$ cat config.mk
export PLATFORM = sky130hd
export DESIGN_NAME = hotspot_profile_table_flat
export DESIGN_NICKNAME = d
export VERILOG_FILES = /design/src/rtl/core/hpt_pkg.sv /design/src/rtl/core/hpt_if.sv /design/src/rtl/core/hotspot_profile_table.sv /design/src/rtl/core/hpt_ctrl.sv /design/src/rtl/core/hpt_dp.sv /design/src/flat_wrapper.sv
export SDC_FILE = /design/constraint.sdc
export NUM_CORES = 2
export LEC_CHECK = 0
export BUFFER_PORTS_ARGS = -buffer_cell sky130_fd_sc_hd__buf_2
export CORE_UTILIZATION = 35
export CTS_CLUSTER_DIAMETER = 30
export DETAILED_ROUTE_END_ITERATION = 6
export GPL_ROUTABILITY_DRIVEN = 1
export SLEW_MARGIN = 10
export SYNTH_ARGS = -nofsm -noshare
export SYNTH_HDL_FRONTEND = slang
export SYNTH_SLANG_ARGS = --single-unit
$ cat constraint.sdc
create_clock -name clk_i -period 9.3 [get_ports clk_i]
set_clock_uncertainty 0.05 [all_clocks]
set_input_delay 1.395 -clock clk_i [delete_from_list [all_inputs] [get_ports clk_i]]
set_output_delay 1.395 -clock clk_i [all_outputs]
set_load 0.01 [all_outputs]
$ cat src/rtl/core/hpt_pkg.sv
`timescale 1ns / 1ps
// ----------------------------------------------------------------------------
// hpt_pkg
// Types, constants and codes shared by the hotspot profile table modules.
// ----------------------------------------------------------------------------
package hpt_pkg;

  localparam int unsigned TABLE_ENTRIES = 32;
  localparam int unsigned MAX_RESULTS   = 32;
  localparam int unsigned IDX_W         = $clog2(TABLE_ENTRIES);
  localparam int unsigned CNT_W         = $clog2(TABLE_ENTRIES + 1);
  localparam int unsigned REQ_W         = 6;
  localparam int unsigned LIM_W         = (REQ_W > CNT_W) ? REQ_W : CNT_W;
  localparam int unsigned RANK_W        = 5;
  localparam int unsigned PC_W          = 32;
  localparam int unsigned EXEC_W        = 32;
  localparam int unsigned CYC_IN_W      = 32;
  localparam int unsigned CYC_W         = 48;
  localparam int unsigned AVG_W         = 32;
  localparam int unsigned DIV_CNT_W     = $clog2(CYC_W + 1);

  typedef enum logic [1:0] {
    KIND_RECORD = 2'd0,
    KIND_QUERY  = 2'd1,
    KIND_CLEAR  = 2'd2
  } kind_e;

  typedef enum logic [2:0] {
    ST_IDLE,
    ST_REC_SCAN,
    ST_QRY_SCAN,
    ST_QRY_DIV,
    ST_QRY_LOAD
  } state_e;

  typedef struct packed {
    logic accept;
    logic clear;
    logic scan_start;
    logic scan_run;
    logic qry_mode;
    logic rec_commit;
    logic qry_init;
    logic pick;
    logic out_load;
    logic rank_next;
  } cmd_t;

  typedef struct packed {
    logic [1:0] kind;
    logic       limit_zero;
    logic       scan_done;
    logic       div_done;
    logic       out_free;
    logic       last_rank;
    logic       empty;
  } sts_t;

endpackage

$ cat src/rtl/core/hpt_if.sv
`timescale 1ns / 1ps
// ----------------------------------------------------------------------------
// hpt_in_if / hpt_out_if
// Valid/ready channels for input items and result items.
// ----------------------------------------------------------------------------
interface hpt_in_if;
  logic                         valid;
  logic                         ready;
  logic [1:0]                   kind;
  logic [hpt_pkg::PC_W-1:0]     pc;
  logic [hpt_pkg::CYC_IN_W-1:0] cycles;
  logic [hpt_pkg::REQ_W-1:0]    want_count;

  modport source (output valid, kind, pc, cycles, want_count, input ready);
  modport sink (input valid, kind, pc, cycles, want_count, output ready);
endinterface

interface hpt_out_if;
  logic                       valid;
  logic                       ready;
  logic [hpt_pkg::RANK_W-1:0] rank;
  logic                       entry_valid;
  logic [hpt_pkg::PC_W-1:0]   hot_pc;
  logic [hpt_pkg::EXEC_W-1:0] executions;
  logic [hpt_pkg::CYC_W-1:0]  total_cycles;
  logic [hpt_pkg::AVG_W-1:0]  average_cycles;
  logic                       table_overflow;
  logic                       last;

  modport source (output valid, rank, entry_valid, hot_pc, executions, total_cycles,
                  average_cycles, table_overflow, last, input ready);
  modport sink (input valid, rank, entry_valid, hot_pc, executions, total_cycles,
                average_cycles, table_overflow, last, output ready);
endinterface

$ cat src/rtl/core/hotspot_profile_table.sv
`timescale 1ns / 1ps
// Record: the pc scan reads one slot a cycle over the used slots. Query: after the accept, per
//   result a ranking scan, a bit-serial divide and a load, held while the previous result waits
//   for ready. An empty query goes straight to the load. Clear: done on accept, with no further
//   state.
// One item at a time; the next item is taken while the last result waits.
// Reset empties the table and drops the overflow flag; slot contents are not cleared.
// ----------------------------------------------------------------------------
// hotspot_profile_table
// Program counter profile table with saturating counters and ranked queries.
// ----------------------------------------------------------------------------
module hotspot_profile_table (
  input  logic     clk_i,
  input  logic     rst_ni,
  hpt_in_if.sink   in_i,
  hpt_out_if.source out_o
);

  hpt_pkg::cmd_t cmd;
  hpt_pkg::sts_t sts;

  hpt_ctrl u_ctrl (
    .clk_i      (clk_i),
    .rst_ni     (rst_ni),
    .in_valid_i (in_i.valid),
    .in_ready_o (in_i.ready),
    .sts_i      (sts),
    .cmd_o      (cmd)
  );

  hpt_dp u_dp (
    .clk_i       (clk_i),
    .rst_ni      (rst_ni),
    .in_kind_i   (in_i.kind),
    .in_pc_i     (in_i.pc),
    .in_cycles_i (in_i.cycles),
    .in_want_i   (in_i.want_count),
    .cmd_i       (cmd),
    .sts_o       (sts),
    .out_o       (out_o)
  );

endmodule

$ cat src/rtl/core/hpt_ctrl.sv
`timescale 1ns / 1ps
// ----------------------------------------------------------------------------
// hpt_ctrl
// Sequencer for record scans, query ranking, division and result loading.
// ----------------------------------------------------------------------------
module hpt_ctrl (
  input  logic          clk_i,
  input  logic          rst_ni,
  input  logic          in_valid_i,
  output logic          in_ready_o,
  input  hpt_pkg::sts_t sts_i,
  output hpt_pkg::cmd_t cmd_o
);

  hpt_pkg::state_e state_q, state_d;

  always_ff @(posedge clk_i or negedge rst_ni) begin
    if (!rst_ni) begin
      state_q <= hpt_pkg::ST_IDLE;
    end else begin
      state_q <= state_d;
    end
  end

  always_comb begin
    state_d = state_q;
    unique case (state_q)
      hpt_pkg::ST_IDLE: begin
        if (in_valid_i) begin
          if (sts_i.kind == hpt_pkg::KIND_RECORD) begin
            state_d = hpt_pkg::ST_REC_SCAN;
          end else if (sts_i.kind == hpt_pkg::KIND_QUERY) begin
            state_d = sts_i.limit_zero ? hpt_pkg::ST_QRY_LOAD : hpt_pkg::ST_QRY_SCAN;
          end
        end
      end
      hpt_pkg::ST_REC_SCAN: begin
        if (sts_i.scan_done) state_d = hpt_pkg::ST_IDLE;
      end
      hpt_pkg::ST_QRY_SCAN: begin
        if (sts_i.scan_done) state_d = hpt_pkg::ST_QRY_DIV;
      end
      hpt_pkg::ST_QRY_DIV: begin
        if (sts_i.div_done) state_d = hpt_pkg::ST_QRY_LOAD;
      end
      hpt_pkg::ST_QRY_LOAD: begin
        if (sts_i.out_free) begin
          state_d = (sts_i.empty || sts_i.last_rank) ? hpt_pkg::ST_IDLE
                                                     : hpt_pkg::ST_QRY_SCAN;
        end
      end
      default: state_d = hpt_pkg::ST_IDLE;
    endcase
  end

  always_comb begin
    cmd_o      = '0;
    in_ready_o = 1'b0;
    unique case (state_q)
      hpt_pkg::ST_IDLE: begin
        in_ready_o = 1'b1;
        if (in_valid_i) begin
          cmd_o.accept = 1'b1;
          if (sts_i.kind == hpt_pkg::KIND_RECORD) begin
            cmd_o.scan_start = 1'b1;
          end else if (sts_i.kind == hpt_pkg::KIND_QUERY) begin
            cmd_o.qry_init   = 1'b1;
            cmd_o.scan_start = !sts_i.limit_zero;
          end else if (sts_i.kind == hpt_pkg::KIND_CLEAR) begin
            cmd_o.clear = 1'b1;
          end
        end
      end
      hpt_pkg::ST_REC_SCAN: begin
        cmd_o.scan_run   = 1'b1;
        cmd_o.rec_commit = sts_i.scan_done;
      end
      hpt_pkg::ST_QRY_SCAN: begin
        cmd_o.scan_run = 1'b1;
        cmd_o.qry_mode = 1'b1;
        cmd_o.pick     = sts_i.scan_done;
      end
      hpt_pkg::ST_QRY_DIV: ;
      hpt_pkg::ST_QRY_LOAD: begin
        if (sts_i.out_free) begin
          cmd_o.out_load = 1'b1;
          if (!(sts_i.empty || sts_i.last_rank)) begin
            cmd_o.rank_next  = 1'b1;
            cmd_o.scan_start = 1'b1;
          end
        end
      end
      default: ;
    endcase
  end

`ifndef SYNTHESIS
  a_ready_only_idle: assert property (@(posedge clk_i) disable iff (!rst_ni)
    in_ready_o |-> state_q == hpt_pkg::ST_IDLE)
    else $error("input taken outside idle");
  a_commit_ends_rec: assert property (@(posedge clk_i) disable iff (!rst_ni)
    cmd_o.rec_commit |=> state_q == hpt_pkg::ST_IDLE)
    else $error("record did not finish after commit");
  a_pick_to_div: assert property (@(posedge clk_i) disable iff (!rst_ni)
    cmd_o.pick |=> state_q == hpt_pkg::ST_QRY_DIV)
    else $error("pick not followed by divide");
`endif

endmodule

$ cat src/rtl/core/hpt_dp.sv
`timescale 1ns / 1ps
// ----------------------------------------------------------------------------
// hpt_dp
// Slot memories, scan compare, saturating update, divider and result register.
// ----------------------------------------------------------------------------
module hpt_dp (
  input  logic                         clk_i,
  input  logic                         rst_ni,
  input  logic [1:0]                   in_kind_i,
  input  logic [hpt_pkg::PC_W-1:0]     in_pc_i,
  input  logic [hpt_pkg::CYC_IN_W-1:0] in_cycles_i,
  input  logic [hpt_pkg::REQ_W-1:0]    in_want_i,
  input  hpt_pkg::cmd_t                cmd_i,
  output hpt_pkg::sts_t                sts_o,
  hpt_out_if.source                    out_o
);

  localparam int unsigned N = hpt_pkg::TABLE_ENTRIES;

  logic [hpt_pkg::PC_W-1:0]   mem_pc   [N];
  logic [hpt_pkg::EXEC_W-1:0] mem_exec [N];
  logic [hpt_pkg::CYC_W-1:0]  mem_cyc  [N];

  logic [hpt_pkg::CNT_W-1:0]    used_q, idx_q;
  logic                         ovf_q;
  logic [N-1:0]                 mask_q;
  logic [hpt_pkg::PC_W-1:0]     pc_q;
  logic [hpt_pkg::CYC_IN_W-1:0] cyc_q;
  logic [hpt_pkg::LIM_W-1:0]    limit_q;
  logic                         empty_q;
  logic [hpt_pkg::RANK_W-1:0]   rank_q;

  logic                       rd_vld_q;
  logic [hpt_pkg::IDX_W-1:0]  rd_idx_q;
  logic [hpt_pkg::PC_W-1:0]   rd_pc_q;
  logic [hpt_pkg::EXEC_W-1:0] rd_exec_q;
  logic [hpt_pkg::CYC_W-1:0]  rd_cyc_q;

  logic                       found_q;
  logic [hpt_pkg::IDX_W-1:0]  best_idx_q;
  logic [hpt_pkg::PC_W-1:0]   best_pc_q;
  logic [hpt_pkg::EXEC_W-1:0] best_exec_q;
  logic [hpt_pkg::CYC_W-1:0]  best_cyc_q;

  logic [hpt_pkg::DIV_CNT_W-1:0] div_cnt_q;
  logic [hpt_pkg::CYC_W-1:0]     quo_q;
  logic [hpt_pkg::EXEC_W-1:0]    rem_q;

  logic idx_lt, take, table_full;
  logic [hpt_pkg::CYC_W:0]    cyc_sum;
  logic [hpt_pkg::CYC_W-1:0]  cyc_new;
  logic [hpt_pkg::EXEC_W-1:0] exec_new;
  logic [hpt_pkg::IDX_W-1:0]  wr_idx;
  logic [hpt_pkg::EXEC_W:0]   div_sh;
  logic                       div_ge;
  logic [hpt_pkg::REQ_W-1:0]  want_cap;
  logic [hpt_pkg::LIM_W-1:0]  want_ext, used_ext, limit_d;
  logic [hpt_pkg::AVG_W-1:0]  avg;

  assign idx_lt     = idx_q < used_q;
  assign table_full = used_q == hpt_pkg::CNT_W'(N);

  always_comb begin
    if (!rd_vld_q) begin
      take = 1'b0;
    end else if (cmd_i.qry_mode) begin
      take = !mask_q[rd_idx_q] && (!found_q || rd_cyc_q > best_cyc_q);
    end else begin
      take = !found_q && rd_pc_q == pc_q;
    end
  end

  // Saturating update of a hit slot, or first execution of a new one.
  assign cyc_sum  = {1'b0, best_cyc_q} + (hpt_pkg::CYC_W + 1)'(cyc_q);
  assign cyc_new  = !found_q ? hpt_pkg::CYC_W'(cyc_q)
                  : (cyc_sum[hpt_pkg::CYC_W] ? '1 : cyc_sum[hpt_pkg::CYC_W-1:0]);
  assign exec_new = !found_q ? hpt_pkg::EXEC_W'(1)
                  : ((&best_exec_q) ? best_exec_q : best_exec_q + 1'b1);
  assign wr_idx   = found_q ? best_idx_q : used_q[hpt_pkg::IDX_W-1:0];

  assign want_cap = (in_want_i > hpt_pkg::REQ_W'(hpt_pkg::MAX_RESULTS))
                  ? hpt_pkg::REQ_W'(hpt_pkg::MAX_RESULTS) : in_want_i;
  assign want_ext = hpt_pkg::LIM_W'(want_cap);
  assign used_ext = hpt_pkg::LIM_W'(used_q);
  assign limit_d  = (want_ext > used_ext) ? used_ext : want_ext;

  assign div_sh = {rem_q, quo_q[hpt_pkg::CYC_W-1]};
  assign div_ge = div_sh >= {1'b0, best_exec_q};

  always_comb begin
    if (best_exec_q == '0) begin
      avg = '0;
    end else if (|quo_q[hpt_pkg::CYC_W-1:hpt_pkg::AVG_W]) begin
      avg = '1;
    end else begin
      avg = quo_q[hpt_pkg::AVG_W-1:0];
    end
  end

  always_ff @(posedge clk_i) begin
    if (cmd_i.rec_commit && (found_q || !table_full)) begin
      mem_exec[wr_idx] <= exec_new;
      mem_cyc[wr_idx]  <= cyc_new;
      if (!found_q) mem_pc[wr_idx] <= pc_q;
    end
  end

  always_ff @(posedge clk_i) begin
    if (cmd_i.scan_run && idx_lt) begin
      rd_idx_q  <= idx_q[hpt_pkg::IDX_W-1:0];
      rd_pc_q   <= mem_pc[idx_q[hpt_pkg::IDX_W-1:0]];
      rd_exec_q <= mem_exec[idx_q[hpt_pkg::IDX_W-1:0]];
      rd_cyc_q  <= mem_cyc[idx_q[hpt_pkg::IDX_W-1:0]];
    end
  end

  always_ff @(posedge clk_i or negedge rst_ni) begin
    if (!rst_ni) begin
      used_q   <= '0;
      ovf_q    <= 1'b0;
      mask_q   <= '0;
      idx_q    <= '0;
      rd_vld_q <= 1'b0;
      found_q  <= 1'b0;
      limit_q  <= '0;
      empty_q  <= 1'b0;
      rank_q   <= '0;
      div_cnt_q <= '0;
    end else begin
      if (cmd_i.clear) begin
        used_q <= '0;
        ovf_q  <= 1'b0;
        mask_q <= '0;
      end
      if (cmd_i.rec_commit && !found_q) begin
        if (table_full) ovf_q <= 1'b1;
        else used_q <= used_q + 1'b1;
      end
      if (cmd_i.qry_init) begin
        mask_q  <= '0;
        limit_q <= limit_d;
        empty_q <= limit_d == '0;
        rank_q  <= '0;
      end
      if (cmd_i.rank_next) rank_q <= rank_q + 1'b1;
      if (cmd_i.pick) begin
        mask_q[best_idx_q] <= 1'b1;
        div_cnt_q <= hpt_pkg::DIV_CNT_W'(hpt_pkg::CYC_W);
      end else if (div_cnt_q != '0) begin
        div_cnt_q <= div_cnt_q - 1'b1;
      end
      if (cmd_i.scan_start) begin
        idx_q    <= '0;
        rd_vld_q <= 1'b0;
        found_q  <= 1'b0;
      end else begin
        rd_vld_q <= cmd_i.scan_run && idx_lt;
        if (cmd_i.scan_run && idx_lt) idx_q <= idx_q + 1'b1;
        if (take) found_q <= 1'b1;
      end
    end
  end

  always_ff @(posedge clk_i) begin
    if (cmd_i.accept) begin
      pc_q  <= in_pc_i;
      cyc_q <= in_cycles_i;
    end
    if (take) begin
      best_idx_q  <= rd_idx_q;
      best_pc_q   <= rd_pc_q;
      best_exec_q <= rd_exec_q;
      best_cyc_q  <= rd_cyc_q;
    end
    // Restoring divide, one quotient bit per cycle.
    if (cmd_i.pick) begin
      quo_q <= best_cyc_q;
      rem_q <= '0;
    end else if (div_cnt_q != '0) begin
      rem_q <= div_ge ? hpt_pkg::EXEC_W'(div_sh - {1'b0, best_exec_q})
                      : div_sh[hpt_pkg::EXEC_W-1:0];
      quo_q <= {quo_q[hpt_pkg::CYC_W-2:0], div_ge};
    end
  end

  // Result register
  logic out_vld_q;

  always_ff @(posedge clk_i or negedge rst_ni) begin
    if (!rst_ni) begin
      out_vld_q <= 1'b0;
    end else if (cmd_i.out_load) begin
      out_vld_q <= 1'b1;
    end else if (out_o.ready) begin
      out_vld_q <= 1'b0;
    end
  end

  always_ff @(posedge clk_i) begin
    if (cmd_i.out_load) begin
      out_o.rank           <= empty_q ? '0 : rank_q;
      out_o.entry_valid    <= !empty_q;
      out_o.hot_pc         <= empty_q ? '0 : best_pc_q;
      out_o.executions     <= empty_q ? '0 : best_exec_q;
      out_o.total_cycles   <= empty_q ? '0 : best_cyc_q;
      out_o.average_cycles <= empty_q ? '0 : avg;
      out_o.table_overflow <= ovf_q;
      out_o.last           <= empty_q || sts_o.last_rank;
    end
  end

  assign out_o.valid = out_vld_q;

  assign sts_o.kind       = in_kind_i;
  assign sts_o.limit_zero = limit_d == '0;
  assign sts_o.scan_done  = !idx_lt && !rd_vld_q;
  assign sts_o.div_done   = div_cnt_q == '0;
  assign sts_o.out_free   = !out_vld_q || out_o.ready;
  assign sts_o.last_rank  = hpt_pkg::LIM_W'(rank_q) + 1'b1 == limit_q;
  assign sts_o.empty      = empty_q;

`ifndef SYNTHESIS
  a_used_bound: assert property (@(posedge clk_i) disable iff (!rst_ni)
    used_q <= hpt_pkg::CNT_W'(N))
    else $error("slot count beyond table size");
  a_read_in_range: assert property (@(posedge clk_i) disable iff (!rst_ni)
    rd_vld_q |-> hpt_pkg::CNT_W'(rd_idx_q) < used_q)
    else $error("scan read of an unused slot");
  a_full_sets_ovf: assert property (@(posedge clk_i) disable iff (!rst_ni)
    cmd_i.rec_commit && !found_q && table_full |=> ovf_q)
    else $error("dropped pc did not set overflow");
  a_load_when_free: assert property (@(posedge clk_i) disable iff (!rst_ni)
    cmd_i.out_load |-> (!out_vld_q || out_o.ready))
    else $error("result register overwritten");
`endif

endmodule
$ cat src/flat_wrapper.sv
// flat-port wrapper written by rule: the top's interface ports become plain ports
module hotspot_profile_table_flat 
  (clk_i, rst_ni, in_i_valid, in_i_kind, in_i_pc, in_i_cycles, in_i_want_count, in_i_ready, out_o_valid, out_o_rank, out_o_entry_valid, out_o_hot_pc, out_o_executions, out_o_total_cycles, out_o_average_cycles, out_o_table_overflow, out_o_last, out_o_ready);
  hpt_in_if in_i_i ();
  hpt_out_if out_o_i ();
  input  logic clk_i;
  input  logic rst_ni;
  input wire logic [$bits(in_i_i.valid)-1:0] in_i_valid;
  input wire logic [$bits(in_i_i.kind)-1:0] in_i_kind;
  input wire logic [$bits(in_i_i.pc)-1:0] in_i_pc;
  input wire logic [$bits(in_i_i.cycles)-1:0] in_i_cycles;
  input wire logic [$bits(in_i_i.want_count)-1:0] in_i_want_count;
  output wire logic [$bits(in_i_i.ready)-1:0] in_i_ready;
  output wire logic [$bits(out_o_i.valid)-1:0] out_o_valid;
  output wire logic [$bits(out_o_i.rank)-1:0] out_o_rank;
  output wire logic [$bits(out_o_i.entry_valid)-1:0] out_o_entry_valid;
  output wire logic [$bits(out_o_i.hot_pc)-1:0] out_o_hot_pc;
  output wire logic [$bits(out_o_i.executions)-1:0] out_o_executions;
  output wire logic [$bits(out_o_i.total_cycles)-1:0] out_o_total_cycles;
  output wire logic [$bits(out_o_i.average_cycles)-1:0] out_o_average_cycles;
  output wire logic [$bits(out_o_i.table_overflow)-1:0] out_o_table_overflow;
  output wire logic [$bits(out_o_i.last)-1:0] out_o_last;
  input wire logic [$bits(out_o_i.ready)-1:0] out_o_ready;
  assign in_i_i.valid = in_i_valid;
  assign in_i_i.kind = in_i_kind;
  assign in_i_i.pc = in_i_pc;
  assign in_i_i.cycles = in_i_cycles;
  assign in_i_i.want_count = in_i_want_count;
  assign in_i_ready = in_i_i.ready;
  assign out_o_valid = out_o_i.valid;
  assign out_o_rank = out_o_i.rank;
  assign out_o_entry_valid = out_o_i.entry_valid;
  assign out_o_hot_pc = out_o_i.hot_pc;
  assign out_o_executions = out_o_i.executions;
  assign out_o_total_cycles = out_o_i.total_cycles;
  assign out_o_average_cycles = out_o_i.average_cycles;
  assign out_o_table_overflow = out_o_i.table_overflow;
  assign out_o_last = out_o_i.last;
  assign out_o_i.ready = out_o_ready;
  hotspot_profile_table u_core (.clk_i(clk_i), .rst_ni(rst_ni), .in_i(in_i_i), .out_o(out_o_i));
endmodule
==> summary by stage <==
Run status
The run finished with clean final reports.

Worst setup path
The setup path with the least slack is of type reg -> reg. The worst setup path is captured at a register. The depth of the worst register-to-register path is 12. The required arrival time at the worst endpoint is 9.83 ns. The setup slack on the worst flop-to-flop path is 3.69 ns. The arrival time at the worst endpoint is 6.14 ns. The slowest stage of the critical path is the a211oi_1 cell. The startpoint type of the worst setup path is a register. The endpoint of the lowest-slack register-to-register path is u_core.u_dp.mem_cyc[20][8]. In this run the critical register-to-register path is launched from u_core.u_dp.best_cyc_q[0]. The longest individual stage delay on the worst path is 0.70 ns.

The signal on the critical path passes through ha_1 > fa_1 > a21oi_1 > nor2_1 > a211oi_1 > o21bai_1 > a211oi_2 > or4_4 > a31oi_2 > nand2_1 > buf_4 > a31oi_2. In this run the worst path has a maximum fanout of 32. The most prevalent standard cell on the critical path is a31oi_2.

Layout
The area added between synthesis and finish is 22.1%. With fillers left out, the area of the finished cells amounts to 0.200 mm². The filler cells instantiated in the layout total 39,500.

The post-layout net count is 8,594. The final standard cell utilization of the core is 0.429. The fraction of layout cells with a size suffix above 1 is 0.335.

Clocking
Gates resized during post-CTS repair numbered 0. The CTS H-tree depth is 6. The maximum buffer depth of the clock tree is 4.

The total clock buffers created by CTS is 747. The clock sink count is 4,183. The number of setup buffers added after CTS is 0. The worst-skew pair later-pin latency is 1.09 ns. Clock tree synthesis selected as its root buffer the cell clkbuf_16.

Buffers inserted to repair hold after CTS numbered 0. The clock transition at the registers of the reported paths is 0.05 ns. TritonCTS built the clock tree.

Yosys
Counting flops with an async set or reset pin after synthesis yields a share of 0.0165. By area the synthesized netlist is led by edfxtp_1, mux4_2, dfrtp_1, ha_1, nor2_1. The count of synthesis-stage warnings from yosys is 0. The part of the Yosys area used for sequential elements is 0.762.

The mean area per synthesized cell is 21.6 µm². The dominant register cell in the synthesized netlist is edfxtp_1. The share of synthesized area in the top cell type comes to 0.747. The net count after synthesis is 7,793. Counting every instance in the synthesized netlist gives 7,585. The most repeated cell in the gate-level netlist after synthesis is edfxtp_1. After synthesis the cells add up to 0.164 mm². Sorting the synthesized cells by how often they occur yields edfxtp_1, mux4_2, nor2_1. The number of enable flip-flop cells after synthesis is 4,082. The count of different cell masters after synthesis is 82. The synthesized design contains 4,183 register bits. The library cell occupying the most area in the post-synthesis netlist is edfxtp_1.

Route
For this block, the initial DRC count from the detailed router was 10,500. The number of remaining DRC errors is 0. Detailed routing placed a total of 217 mm of wire on met2. The total via count in the routed design is 83,500.

The count of nets left with antenna violations once routing finished came out at 0. The uppermost signal routing layer after detailed routing is met5. The total length of routed met3 wires is 39.4 mm. The first detailed-routing pass took 6 iterations. The average routed wire per standard cell is 29.8 µm.

The per-cell via count in the routed design is 5.48. After detailed routing, the wire length on met1 is 185 mm. The total wire length is 454 mm.

Global route
The global-route total usage across every layer is 0.188. The maximum number of pins on one net before global-route repair is 149. The overall overflow remaining after global route is 0. The number of global-route vias before repair was 85,500. The initial antenna violation count is 26. The first global-routing pass estimated 637 mm of wire.

Floorplan
For this design the top-level I/O count stands at 230. The overall die width is 687 µm. The placeable core region is 0.467 mm². The effective utilization at floorplan is 0.351. The cell row count is 251.

The overall die height is 687 µm. The die footprint is 0.472 mm².

Power and ir drop
The power share of the clock group is 0.416. Of the total power, combinational logic draws 0.204. The analysis attributes to net switching a power of 18.6 mW. The leakage power is 64.6 nW. The total power density per cell area is 332 mW/mm².

The worst-case IR drop observed on VDD is 0.432 mV. Internal power comes to 47.9 mW. The final total power is 66.5 mW.

Of the total power, the share spent switching nets is 0.280. The sequential share of power is 0.379.

Min path
The worst hold path was traced through 0 stages. The worst min-delay path startpoint is u_core.u_dp.rd_exec_q[14]. The path with the worst hold slack has its endpoint at u_core.u_dp.best_exec_q[14].

The path class of the tightest hold or removal check is reg -> reg.

Place
Routability-driven placement finished with a final weighted congestion of 0.839. Buffers placed on the I/O ports in this run total 229. The placed instances occupy a cell area of 0.174 mm².

The estimated wirelength of the detail-placed design is 219 mm.

Timing
The final hold violation count is 0. After routing, the total negative slack on setup checks comes to 0 ns. The fmax is 178 MHz. The number of setup violations in the final report is 0. The final-report max-slew violation count is 0. Of the available clock period, the critical path in the final layout requires 0.604.

At the pin with the least slew margin, the transition time is 1.27 ns. Setup repair after global routing left no endpoint under its margin. The smallest clock period supported by the final layout is computed as 5.61 ns. The worst slew margin relative to its limit is 0.142.

Flow run
Max-cap violations in this run came to 0.
-- cell type report --
type | instances | area (µm²) | share of cell area
Clock buffer | 830 | 19200 | 0.0959
Antenna cell | 9 | 22.5 | 0.000112
Tap cell | 6198 | 7750 | 0.0387
Multi-Input combinational cell | 2923 | 38200 | 0.191
Clock inverter | 558 | 6740 | 0.0337
Inverter | 112 | 425 | 0.00212
Timing Repair Buffer | 419 | 2970 | 0.0148
Sequential cell | 4183 | 125000 | 0.624
-- state kept, by name, indices dropped and copies added, names as in the netlist, 32 cells and up --
| signal | flops |
|---|---|
| u_core.u_dp.mem_exec | 1024 |
| u_core.u_dp.rd_pc_q | 32 |
| u_core.u_dp.out_o.average_cycles | 32 |
| u_core.u_dp.best_pc_q | 32 |
| u_core.u_dp.rem_q | 32 |
| u_core.u_dp.cyc_q | 32 |
| u_core.u_dp.rd_cyc_q | 48 |
| u_core.u_dp.out_o.executions | 32 |
| u_core.u_dp.mem_cyc | 1536 |
| u_core.u_dp.pc_q | 32 |
| u_core.u_dp.quo_q | 48 |
| u_core.u_dp.out_o.hot_pc | 32 |
| u_core.u_dp.rd_exec_q | 32 |
| u_core.u_dp.mask_q | 32 |
| u_core.u_dp.best_cyc_q | 48 |
| u_core.u_dp.best_exec_q | 32 |
| u_core.u_dp.out_o.total_cycles | 48 |
| u_core.u_dp.mem_pc | 1024 |
-- power by group through the flow --
stage / Sequential, mW / Clock, mW / Combinational [mW]
floorplan: 25.0 / 0 / 9.86
global placement: 25.5 / 0 / 13.3
detailed placement: 25.5 / 0 / 13.6
CTS: 25.2 / 28.0 / 13.6
global route: 25.3 / 28.9 / 14.6
finish: 25.2 / 27.7 / 13.6
-- worst max-delay path, delay by kind of cell, from the launching register on --
kind	cells	cell delay, ns
compound gates	6	2.71
fa+ha+maj	2	0.68
buf+inv	1	0.61
simple gates	3	0.55
flops	1	0.43
-- routing by layer --
layer | track usage | up-vias
li1 | - | 33600
met1 | 0.263 | 44900
met2 | 0.302 | 4281
met3 | 0.0343 | 711
met4 | 0.0542 | 2
met5 | 0 | -
-- worst max path at each step --
stage,from,to,slack (ns),cells after the start
2_1_floorplan,out_o_ready,u_core.u_dp.rank_q[2],2.52,6
3_3_place_gp,u_core.u_dp.rd_cyc_q[46],u_core.u_dp.best_cyc_q[14],3.32,10
3_5_place_dp,u_core.u_dp.idx_q[0],u_core.u_dp.rd_cyc_q[5],3.81,6
4_1_cts,u_core.u_dp.idx_q[0],u_core.u_dp.rd_cyc_q[5],3.84,6
5_1_grt,u_core.u_dp.idx_q[0],u_core.u_dp.rd_cyc_q[8],3.52,6
6_report,u_core.u_dp.best_cyc_q[0],u_core.u_dp.mem_cyc[20][8],3.69,12
-- cells in the final DEF, fill, tap and decap left out, types with 33 or more instances in the layout --
| cell | count |
|---|---|
| o21ai_0 | 136 |
| buf_4 | 158 |
| nor3_1 | 33 |
| xnor2_1 | 63 |
| a21oi_1 | 123 |
| nand2_1 | 186 |
| bufinv_16 | 112 |
| clkbuf_1 | 71 |
| xor2_1 | 67 |
| nor2b_1 | 59 |
| a21o_1 | 61 |
| clkinv_1 | 112 |
| buf_2 | 229 |
| clkbuf_16 | 755 |
| inv_6 | 52 |
| mux2_2 | 113 |
| clkinvlp_4 | 90 |
| nand3_1 | 43 |
| dfrtp_1 | 62 |
| ha_1 | 130 |
| inv_1 | 110 |
| nor2_1 | 297 |
| clkinv_2 | 93 |
| nor2_4 | 64 |
| edfxtp_1 | 4082 |
| nand4_1 | 38 |
| mux4_2 | 1130 |
| clkinv_4 | 60 |
-- cells by family after synthesis --
kind of cell | synth area share
muxes | 0.164
xor gates and xnor gates | 0.00694
buffers and inverters | 0.0116
and+or+nand+nor | 0.0250
adders and majority gates | 0.0102
AOI/OAI and AO/OA | 0.0209
DFF | 0.762
-- through the flow --
stage,hold slack [ns],cells,setup WS (ns)
CTS,0.368,15200,3.84
finish,0.370,15200,3.69
detailed placement,0.358,13800,3.81
global route,0.378,15200,3.52
floorplan,0.350,7585,2.52
global placement,0.354,13800,3.32
No activity file was read; power rests on OpenSTA's default activity.
